$ cat config.mk
export PLATFORM = sky130hd
export DESIGN_NAME = lru_key_value_cache
export DESIGN_NICKNAME = d
export VERILOG_FILES = /design/src/sv/lrukv_pkg.sv /design/src/sv/lrukv_entry.sv /design/src/sv/lru_key_value_cache.sv
export SDC_FILE = /design/constraint.sdc
export NUM_CORES = 2
export LEC_CHECK = 0
export ABC_AREA = 1
export ABC_CLOCK_PERIOD_IN_PS = 6500
export BUFFER_PORTS_ARGS = -buffer_cell sky130_fd_sc_hd__buf_2
export CAP_MARGIN = 5
export CORE_UTILIZATION = 50
export DETAILED_ROUTE_END_ITERATION = 12
export PLACE_DENSITY_LB_ADDON = 0.12
export SYNTH_ARGS = -nofsm -noshare
export SYNTH_HDL_FRONTEND = slang
export SYNTH_SLANG_ARGS = --single-unit
$ cat constraint.sdc
create_clock -name clock -period 6.5 [get_ports clock]
set_input_delay 0.975 -clock clock [delete_from_list [all_inputs] [get_ports clock]]
set_output_delay 0.975 -clock clock [all_outputs]
set_load 0.005 [all_outputs]
$ cat src/sv/lrukv_pkg.sv
`timescale 1ns / 1ps
// Shared types and constants of the LRU key-value cache.
// No dependencies; imported by every module of the block.
package lrukv_pkg;

   localparam int KEY_W = 32;
   localparam int VAL_W = 32;
   localparam int CAP_W = 5;

   localparam logic [CAP_W-1:0] CAPACITY_RESET = 5'd16;

   localparam logic OP_GET = 1'b0;
   localparam logic OP_PUT = 1'b1;

   localparam logic [1:0] ACT_NONE   = 2'd0;
   localparam logic [1:0] ACT_TOUCH  = 2'd1;
   localparam logic [1:0] ACT_INSERT = 2'd2;

   typedef struct packed {
      logic                    op;
      logic signed [KEY_W-1:0] key;
      logic signed [VAL_W-1:0] value;
   } req_payload_type;

   typedef struct packed {
      logic                    hit;
      logic signed [VAL_W-1:0] read_value;
      logic                    evicted;
      logic signed [KEY_W-1:0] evicted_key;
   } rsp_payload_type;

   // Broadcast from the control path to every entry.
   typedef struct packed {
      logic [1:0]              action;
      logic                    write_value;
      logic signed [KEY_W-1:0] key;
      logic signed [VAL_W-1:0] value;
   } entry_cmd_type;

   // What one entry shows back to the control path.
   typedef struct packed {
      logic                    valid;
      logic                    match;
      logic signed [KEY_W-1:0] key;
      logic signed [VAL_W-1:0] value;
   } entry_status_type;

endpackage

$ cat src/sv/lrukv_entry.sv
`timescale 1ns / 1ps
// One cache entry: key, value, valid bit and recency rank, with its own key compare.
// Depends on lrukv_pkg.
module lrukv_entry #(
   parameter int RANK_W = 4
) (
   input  logic                         clock,
   input  logic                         reset,
   input  lrukv_pkg::entry_cmd_type     cmd,
   input  logic                         sel,
   input  logic [RANK_W-1:0]            touch_rank,
   output lrukv_pkg::entry_status_type  status,
   output logic [RANK_W-1:0]            rank
);
   import lrukv_pkg::*;

   logic                    valid_ff, valid_in;
   logic signed [KEY_W-1:0] key_ff, key_in;
   logic signed [VAL_W-1:0] value_ff, value_in;
   logic [RANK_W-1:0]       rank_ff, rank_in;

   always_comb begin
      valid_in = valid_ff;
      key_in   = key_ff;
      value_in = value_ff;
      rank_in  = rank_ff;
      unique case (cmd.action)
         ACT_TOUCH: begin
            if (sel) begin
               rank_in = '0;
               if (cmd.write_value) begin
                  value_in = cmd.value;
               end
            end else if (valid_ff && (rank_ff < touch_rank)) begin
               rank_in = rank_ff + RANK_W'(1);
            end
         end
         ACT_INSERT: begin
            // the selected slot may be the victim; it is simply overwritten
            if (sel) begin
               valid_in = 1'b1;
               key_in   = cmd.key;
               value_in = cmd.value;
               rank_in  = '0;
            end else if (valid_ff) begin
               rank_in = rank_ff + RANK_W'(1);
            end
         end
         default: begin
         end
      endcase
   end

   always_ff @(posedge clock) begin
      if (reset) begin
         valid_ff <= 1'b0;
         rank_ff  <= '0;
      end else begin
         valid_ff <= valid_in;
         rank_ff  <= rank_in;
      end
   end

   always_ff @(posedge clock) begin
      key_ff   <= key_in;
      value_ff <= value_in;
   end

   assign status.valid = valid_ff;
   assign status.match = valid_ff && (key_ff == cmd.key);
   assign status.key   = key_ff;
   assign status.value = value_ff;
   assign rank         = rank_ff;

endmodule

$ cat src/sv/lru_key_value_cache.sv
`timescale 1ns / 1ps
// Top level of the fully associative LRU key-value cache.
// Depends on lrukv_pkg and lrukv_entry.
//
//   channel | ports                                  | moves
//   --------+----------------------------------------+----------------------------
//   request | req_valid, req_stall, req_payload      | get/put with key and value
//   result  | rsp_valid, rsp_stall, rsp_payload      | hit, value, eviction report
//   config  | csr_write_enable, csr_write_data       | capacity register
//
// One transfer per cycle sustained while rsp_stall is low; a request passes the input register,
// then one pass of parallel key compare and rank update over all entries into the result
// register, which is also when the entries are written.
// Reset clears valid bits, ranks and occupancy at once and sets capacity to 16.
// A held result stalls the input register; req_stall rises once that register is also full.
module lru_key_value_cache #(
   parameter int ENTRIES = 16
) (
   input  logic                        clock,
   input  logic                        reset,
   input  logic                        req_valid,
   output logic                        req_stall,
   input  lrukv_pkg::req_payload_type  req_payload,
   output logic                        rsp_valid,
   input  logic                        rsp_stall,
   output lrukv_pkg::rsp_payload_type  rsp_payload,
   input  logic                        csr_write_enable,
   input  logic [lrukv_pkg::CAP_W-1:0] csr_write_data
);
   import lrukv_pkg::*;

   localparam int RANK_W = (ENTRIES > 1) ? $clog2(ENTRIES) : 1;
   localparam int OCC_W  = $clog2(ENTRIES + 1);
   localparam int CMP_W  = (OCC_W > CAP_W) ? OCC_W : CAP_W;

   logic [CAP_W-1:0]  capacity_ff, capacity_in;
   logic              req_valid_ff, req_valid_in;
   req_payload_type   req_ff, req_in;
   logic              rsp_valid_ff, rsp_valid_in;
   rsp_payload_type   rsp_ff, rsp_in;
   logic [OCC_W-1:0]  occ_ff, occ_in;

   entry_cmd_type     cmd;
   entry_status_type  status [ENTRIES];
   logic [RANK_W-1:0] rank [ENTRIES];
   logic [ENTRIES-1:0] hit_vec, valid_vec, free_vec, victim_vec, sel_vec;
   logic [RANK_W-1:0] touch_rank, oldest_rank;
   logic [OCC_W-1:0]  occ_less_one;
   logic [CMP_W-1:0]  cap_ext, eff_cap;
   logic              advance, hit, use_free, is_put;
   logic signed [VAL_W-1:0] hit_value;
   logic signed [KEY_W-1:0] victim_key;

   // pipeline handshake
   assign advance      = req_valid_ff && (!rsp_valid_ff || !rsp_stall);
   assign req_stall    = req_valid_ff && !advance;
   assign req_valid_in = (req_valid && !req_stall) || (req_valid_ff && !advance);
   assign req_in       = (req_valid && !req_stall) ? req_payload : req_ff;
   assign rsp_valid_in = advance || (rsp_valid_ff && rsp_stall);

   assign capacity_in = csr_write_enable ? csr_write_data : capacity_ff;

   // effective capacity clamped to 1..ENTRIES
   always_comb begin
      cap_ext = CMP_W'(capacity_ff);
      if (cap_ext == '0) begin
         eff_cap = CMP_W'(1);
      end else if (cap_ext > CMP_W'(ENTRIES)) begin
         eff_cap = CMP_W'(ENTRIES);
      end else begin
         eff_cap = cap_ext;
      end
   end

   // gather per-entry status
   always_comb begin
      touch_rank = '0;
      hit_value  = '0;
      victim_key = '0;
      for (int i = 0; i < ENTRIES; i++) begin
         hit_vec[i]    = status[i].match;
         valid_vec[i]  = status[i].valid;
         victim_vec[i] = status[i].valid && (rank[i] == oldest_rank);
         touch_rank    = touch_rank | (rank[i] & {RANK_W{status[i].match}});
         hit_value     = hit_value | (status[i].value & {VAL_W{status[i].match}});
         victim_key    = victim_key | (status[i].key & {KEY_W{victim_vec[i]}});
      end
   end

   // ranks of valid entries are a permutation of 0..occ-1, so the oldest holds occ-1
   assign occ_less_one = occ_ff - OCC_W'(1);
   assign oldest_rank  = occ_less_one[RANK_W-1:0];
   assign free_vec     = ~valid_vec & (valid_vec + ENTRIES'(1));
   assign hit          = |hit_vec;
   assign is_put       = (req_ff.op == OP_PUT);
   assign use_free     = CMP_W'(occ_ff) < eff_cap;

   always_comb begin
      priority if (hit) begin
         sel_vec = hit_vec;
      end else if (use_free) begin
         sel_vec = free_vec;
      end else begin
         sel_vec = victim_vec;
      end
   end

   always_comb begin
      cmd.key         = req_ff.key;
      cmd.value       = req_ff.value;
      cmd.write_value = is_put;
      cmd.action      = ACT_NONE;
      if (advance) begin
         if (hit) begin
            cmd.action = ACT_TOUCH;
         end else if (is_put) begin
            cmd.action = ACT_INSERT;
         end
      end
   end

   assign occ_in = (advance && !hit && is_put && use_free) ? occ_ff + OCC_W'(1) : occ_ff;

   always_comb begin
      rsp_in = rsp_ff;
      if (advance) begin
         rsp_in.hit         = hit;
         rsp_in.evicted     = 1'b0;
         rsp_in.evicted_key = '0;
         if (!is_put) begin
            rsp_in.read_value = hit ? hit_value : '1;
         end else begin
            rsp_in.read_value = '0;
            if (!hit && !use_free) begin
               rsp_in.evicted     = 1'b1;
               rsp_in.evicted_key = victim_key;
            end
         end
      end
   end

   for (genvar g = 0; g < ENTRIES; g++) begin : gen_entry
      lrukv_entry #(
         .RANK_W(RANK_W)
      ) u_entry (
         .clock     (clock),
         .reset     (reset),
         .cmd       (cmd),
         .sel       (sel_vec[g]),
         .touch_rank(touch_rank),
         .status    (status[g]),
         .rank      (rank[g])
      );
   end

   always_ff @(posedge clock) begin
      if (reset) begin
         capacity_ff  <= CAPACITY_RESET;
         req_valid_ff <= 1'b0;
         rsp_valid_ff <= 1'b0;
         occ_ff       <= '0;
      end else begin
         capacity_ff  <= capacity_in;
         req_valid_ff <= req_valid_in;
         rsp_valid_ff <= rsp_valid_in;
         occ_ff       <= occ_in;
      end
   end

   always_ff @(posedge clock) begin
      req_ff <= req_in;
      rsp_ff <= rsp_in;
   end

   assign rsp_valid   = rsp_valid_ff;
   assign rsp_payload = rsp_ff;

endmodule

======== Word level (Yosys, flattened, before mapping) ========
Cells that the tools add are included.
cells by class
  $add $sub $neg .......................... 19
  $lt $le $gt $ge ......................... 18
  equality and inequality tests ........... 99
  muxes and demuxes ....................... 138
  bitwise logic cells ..................... 95
  reduce and logical (&&, ||, !) cells .... 117
operators with widths
  operator                                        count
  2-to-1 mux 32 bit                               34
  AND 32 bit                                      32
  one-hot mux 32 bit (2 select lines)             16
  bitwise OR 32 bit                               30
  == test 32 bit                                  16
  2-to-1 mux 4 bit                                64
  one-hot mux 4 bit (2 select lines)              16
  != test 3 x 2 -> 1 bit (second input constant)  32
  != test 2 bit (second input constant)           33
  adder 4 x 1 -> 4 bit (second input constant)    16
  AND 4 bit                                       16
  == test 4 bit                                   16
  less-than comparator 4 bit                      16
  AND reduction 4 bit                             16
  bitwise OR 4 bit                                15
  logical AND 1 bit                               56
  AND reduction 3 bit                             16
  AND reduction 2 bit                             17
  2-to-1 mux 33 bit                               1
  2-to-1 mux 16 bit                               2
  adder 16 x 1 -> 16 bit (second input constant)  1
  AND 16 bit                                      1
  NOT 16 bit                                      1
  OR reduction 16 bit                             1
  other kinds (12)                                22
storage, ports and cells
  flip-flop bits (word level) ............. 1247
  input port bits ......................... 75
  output and inout port bits .............. 68
  word-level logic and storage cells ...... 561

======== Longest topological paths before layout ========
  depth in word-level cells ............... 23
  mapped depth ............................ 28
  mapped depth without buffers ............ 24

======== Hierarchy ========
A second synthesis with hierarchy kept.
unflattened totals
  cell total of the unflattened synthesis .. 6170
  area total of the unflattened synthesis .. 60676.9 um^2
modules (own cells, without submodules)
  module               instances  cells each  area each (um^2)  sequential area each (um^2)
  lrukv_entry          16         226         2825.2            2021.9
  lru_key_value_cache  1          2554        15473.6           4174.0

======== Worst setup path before layout ========
OpenSTA, ideal clock, no wires.
  path kind ............................... reg2reg
  start point ............................. register req_ff (netlist bit cmd[51])
  end point ............................... register gen_entry[8].u_entry.value_ff[0], enable pin
  setup time .............................. 421 ps
  arrival time ............................ 4609 ps
  data required time ...................... 6079 ps
  slack ................................... 1469 ps
  cell stages (with the launch flop) ...... 24
  buffers on the path ..................... 6
  period minus slack after synthesis ...... 5031 ps
  cells stage by stage .................... edfxtp_1 > buf_4 > inv_2 > buf_4 > o21ai_0 > nor2_1 > nand2_1 > nor2_1 > nand2_1 > nor2_4 > nand2_1 > nand4_1 > nor2_2 > nand2_4 > inv_2 > buf_6 > buf_2 > nor2_1 > inv_1 > ha_1 > clkbuf_1 > o21ai_1 > clkbuf_1 > nor2_1
between the ends
  cells in the longest elaborated chain, start to end .. 8
  elaborated cells on any way between the ends .. 43
  classes of those cells .................. eq/ne (21); mux (3); reduce/logical (19)
ends and longest elaborated chain
  item                                                                         line                        text
  from (decl)                                                                  lru_key_value_cache.sv:38   req_payload_type req_ff, req_in;
  from (signal assigned)                                                       lru_key_value_cache.sv:171  req_ff <= req_in;
  == test 32 bit                                                               lrukv_entry.sv:70           assign status.match = valid_ff && (key_ff == cmd.key);
  logical AND 1 bit                                                            lrukv_entry.sv:70
  OR reduction 16 bit                                                          lru_key_value_cache.sv:94   assign hit = |hit_vec;
  2-to-1 mux 2 bit                                                             lru_key_value_cache.sv:114  if (hit) begin
  2-to-1 mux 2 bit                                                             lru_key_value_cache.sv:113  if (advance) begin
  == test 2 bit / == test 2 x 1 -> 1 bit (equally long branches)               lrukv_entry.sv:27           unique case (cmd.action)
  != test 2 bit (no source line) / nonzero test 2 bit (equally long branches)  n/a
  AND reduction 4 bit (no source line) (*)                                     n/a
  to (signal assigned)                                                         lrukv_entry.sv:66           value_ff <= value_in;
  to (decl)                                                                    lrukv_entry.sv:19           logic signed [VAL_W-1:0] value_ff, value_in;
Mark *: on every way between the ends. The rest lies on a longest branch, timed or not.
A chain may end at the register's enable or synchronous reset.

======== Worst setup path after layout ========
  start point ............................. register req_ff (netlist bit cmd[47])
  end point ............................... register gen_entry[5].u_entry.value_ff[9], enable pin
between the ends
  cells in the longest elaborated chain, start to end .. 8
  elaborated cells on any way between the ends .. 43
  classes of those cells .................. eq/ne (21); mux (3); reduce/logical (19)
ends and longest elaborated chain
  item                                                                         line
  == test 32 bit                                                               lrukv_entry.sv:70
  logical AND 1 bit                                                            lrukv_entry.sv:70
  OR reduction 16 bit                                                          lru_key_value_cache.sv:94
  2-to-1 mux 2 bit                                                             lru_key_value_cache.sv:114
  2-to-1 mux 2 bit                                                             lru_key_value_cache.sv:113
  == test 2 bit / == test 2 x 1 -> 1 bit (equally long branches)               lrukv_entry.sv:27
  != test 2 bit (no source line) / nonzero test 2 bit (equally long branches)  n/a
  AND reduction 4 bit (no source line) (*)                                     n/a
  to (signal assigned)                                                         lrukv_entry.sv:66
  to (decl)                                                                    lrukv_entry.sv:19
Marked as above.

==> qor.yml <==
worst_setup_path:
  crit_family: "simple AND/OR/NAND/NOR gates"
  required_ns: 6.92
  crit_buf_inv: 6
  cp_slowest_cell: "edfxtp_1"
  path_cells: "inv_2, nand2_1, o21ai_0, nor2_1, nand2_1, nor2_1, nand2_1, nor2_4, nand2_2, nand4_1, nor2_2, nand2_4, inv_2, nor2_1, inv_1, ha_1, buf_4, o21ai_4, buf_4, nor2_4, buf_4"
  end_kind: "flop"
  worstPathArrival_ns: 5.90
  critPathLaunchType: "flop"
  slowest_delay_ns: 0.66
  worstSetupPathType: "reg -> reg"
  worstPathMaxFanout: 32
floorplan:
  std_cell_rows: 125
  fp.dieArea_um2: 118000
  pin_count: 143
  die_w_um: 344
  core_area_um2: 116000
  die_y_um: 344
  initial_utilization_pct: 50.4
clocking:
  cts_tree: "built"
  post_cts_resized: 0
  cts.sinks: 1247
  clock_latency_ns: 0.79
  hold_buffers: 0
  cts_htree_levels: 4
  clockBufferDepth: 3
  cts-root-buf: "clkbuf_16"
  cts_inserted_buffers: 138
  clk_pin_slew_ns: 0.06
  postCtsSetupBuffers: 0
power_and_ir_drop:
  p_seq_share_pct: 50.3
  comb_power_share_pct: 5.6
  irDropWorstVdd_mv: 0.262
  power.density_nw_per_um2: 271
  p_total_mw: 18.0
  p_leak_nw: 25.0
  p_switching_mw: 4.39
  intPower_mw: 13.6
  clockPowerShare_pct: 44.1
  swShare_pct: 24.4
placed_design:
  numPortBuffers: 142
  gp_congestion: 1.06
  hpwl_um: 169000
  dp.cells: 7317
global_route:
  grt_usage_pct: 43.0
  grt_pass1_wl_um: 350000
  antenna_found_initial: 12
  grt-ovfl-total: 0
  first_global_vias: 44243
  grt_max_degree: 82
final_layout:
  final_common_cell: "nand2_1"
  layout-drive-gt1-share_pct: 11.6
  stdcell_count: 7574
  nets: 6048
  areaGrowthSynthToFinish_pct: 13.2
  final_cell_mix: "nand2_1 (1,200), edfxtp_1 (1,155), nand3_1 (624), nor2_1 (594), inv_1 (577)"
timing:
  clock.fmax_mhz: 182
  skew_ns: 0.0552
  period_needed_ns: 5.48
  slew_headroom_pct: 6.06
  min_period_over_period_pct: 84.3
  setup_violations: 0
  tns_ns: 0
  rsz0062_at_grt: "no"
  drv_slew: 0
  worstMarginPinSlew_ns: 1.41
  hold_viol: 0
logic_synthesis:
  synth-xor-area-share_pct: 2.08
  yosysTopAreaCell: "edfxtp_1"
  synth_fa_ha_area_share_pct: 0.855
  synth-edff-count: 1155
  ys_async_sr_fraction_pct: 0
  ys_types: 60
  netlist_area_um2: 58500
  synth-compound-area-share_pct: 8.66
  synthMuxAreaShare_pct: 0
  ys_ff_latch: 1247
  synthTopCellsByArea: "edfxtp_1 (59%), nand2_1 (7.7%), nand3_1 (5.3%)"
  yosysSeqAreaShare_pct: 62.4
  ys_warn_count: 0
  synthSimpleGateAreaFrac_pct: 19.9
  syn_avg_cell_area_um2: 10.2
  yosysTopAreaCellShare_pct: 59.3
  synth-main-ff-cell: "edfxtp_1"
  synth_top_family_by_area: "simple AND/OR/NAND/NOR gates"
  syn_nets: 5842
  synthCells: 5727
route:
  wl_per_cell_um: 33.9
  m1WireLength_um: 100000
  drcViolationCount: 0
  top_layer_used: "met5"
  met3_length_um: 39100
  num_vias: 48960
  drt-initial-drc-count: 8111
  vias_per_cell: 6.46
  drt-pass1-iter-count: 6
  ant_nets: 0
  wl_um: 257000
  dr_wl_met2_um: 104000
run:
  max_cap_viol_count: 0
min_path:
  hold_path.class: "in -> reg"
status:
  status: "finished, final reports clean"
stage by stage:
step                      setup slack, ns  utilization (%)  cell area (µm²)  hold slack (ns)
after floorplan                      1.47                -            58500            0.449
after global placement               1.37             53.2            61700            0.453
after detailed placement             1.33             53.2            61700            0.466
after CTS                            1.29             57.1            66300            0.327
after global routing                0.795             57.1            66300            0.348
final                                1.02             57.1            66300            0.359
cells in the mapped netlist (all sizes together) (2+ instances only):
cell / number
or2: 9
o2111a: 64
inv: 617
ha: 40
xnor2: 77
a221oi: 82
nor3: 28
a31oi: 8
o2111ai: 9
o21a: 10
edfxtp: 1155
clkbuf: 136
o21ai: 212
buf: 122
nand4: 113
nand3: 628
a211oi: 16
o22ai: 177
o41a: 32
nor2: 665
a2111oi: 2
o221ai: 9
a41oi: 28
clkinv: 9
nor4: 10
a21oi: 65
dfxtp: 92
nand2: 1241
a311oi: 6
xor2: 57
cell type report:
class	instances	area (µm²)
Fill cell	10142	49800
Sequential cell	1247	36500
Multi-Input combinational cell	3596	18800
Clock buffer	165	3590
Inverter	626	2360
Timing Repair Buffer	324	2160
Tap cell	1524	1910
Clock inverter	89	930
Antenna cell	3	7.51
final timing paths:
| kind | startpoint | slack (ns) | cells past startpoint | end |
|---|---|---|---|---|
| max | cmd[47] | 1.02 | 21 | gen_entry[5].u_entry.value_ff[9] |
| min | req_payload[49] | 0.36 | 1 | cmd[49] |
| max reg2reg | cmd[47] | 1.02 | 21 | gen_entry[5].u_entry.value_ff[9] |
| min reg2reg | cmd[46] | 0.47 | 0 | gen_entry[14].u_entry.key_ff[14] |
routing by layer:
metal / vias up / global-route usage [%]
li1: 20465 / -
met1: 23872 / 60.9
met2: 3940 / 59.3
met3: 677 / 14.8
met4: 6 / 19.2
met5: - / 1.80
power groups by stage:
| stage | Clock, mW | Sequential, mW | Combinational (mW) |
|---|---|---|---|
| floorplan | 0 | 9.18 | 0.521 |
| global placement | 0 | 9.22 | 0.959 |
| detailed placement | 0 | 9.22 | 0.961 |
| CTS | 7.93 | 9.05 | 0.965 |
| global route | 8.22 | 9.06 | 1.05 |
| finish | 7.93 | 9.05 | 1.00 |
state kept, by name, indices dropped and copies added, names as in the netlist:
signal / count
is_put: 1
occ_ff: 5
cap_ext: 5
rsp_payload: 66
gen_entry.u_entry.valid_ff: 16
rsp_valid: 1
req_valid_ff: 1
cmd: 64
gen_entry.u_entry.rank: 64
gen_entry.u_entry.value_ff: 512
gen_entry.u_entry.key_ff: 512
kinds of logic (layout without fill, tap and decap cells):
family,Yosys count,count (layout)
flops,1247,1247
fa+ha+maj,40,40
compound gates,725,725
xor+xnor,134,134
simple gates,2697,2697
other cells,0,3
buf+inv,884,1204
Note: power is estimated with default switching activity, not from simulation.
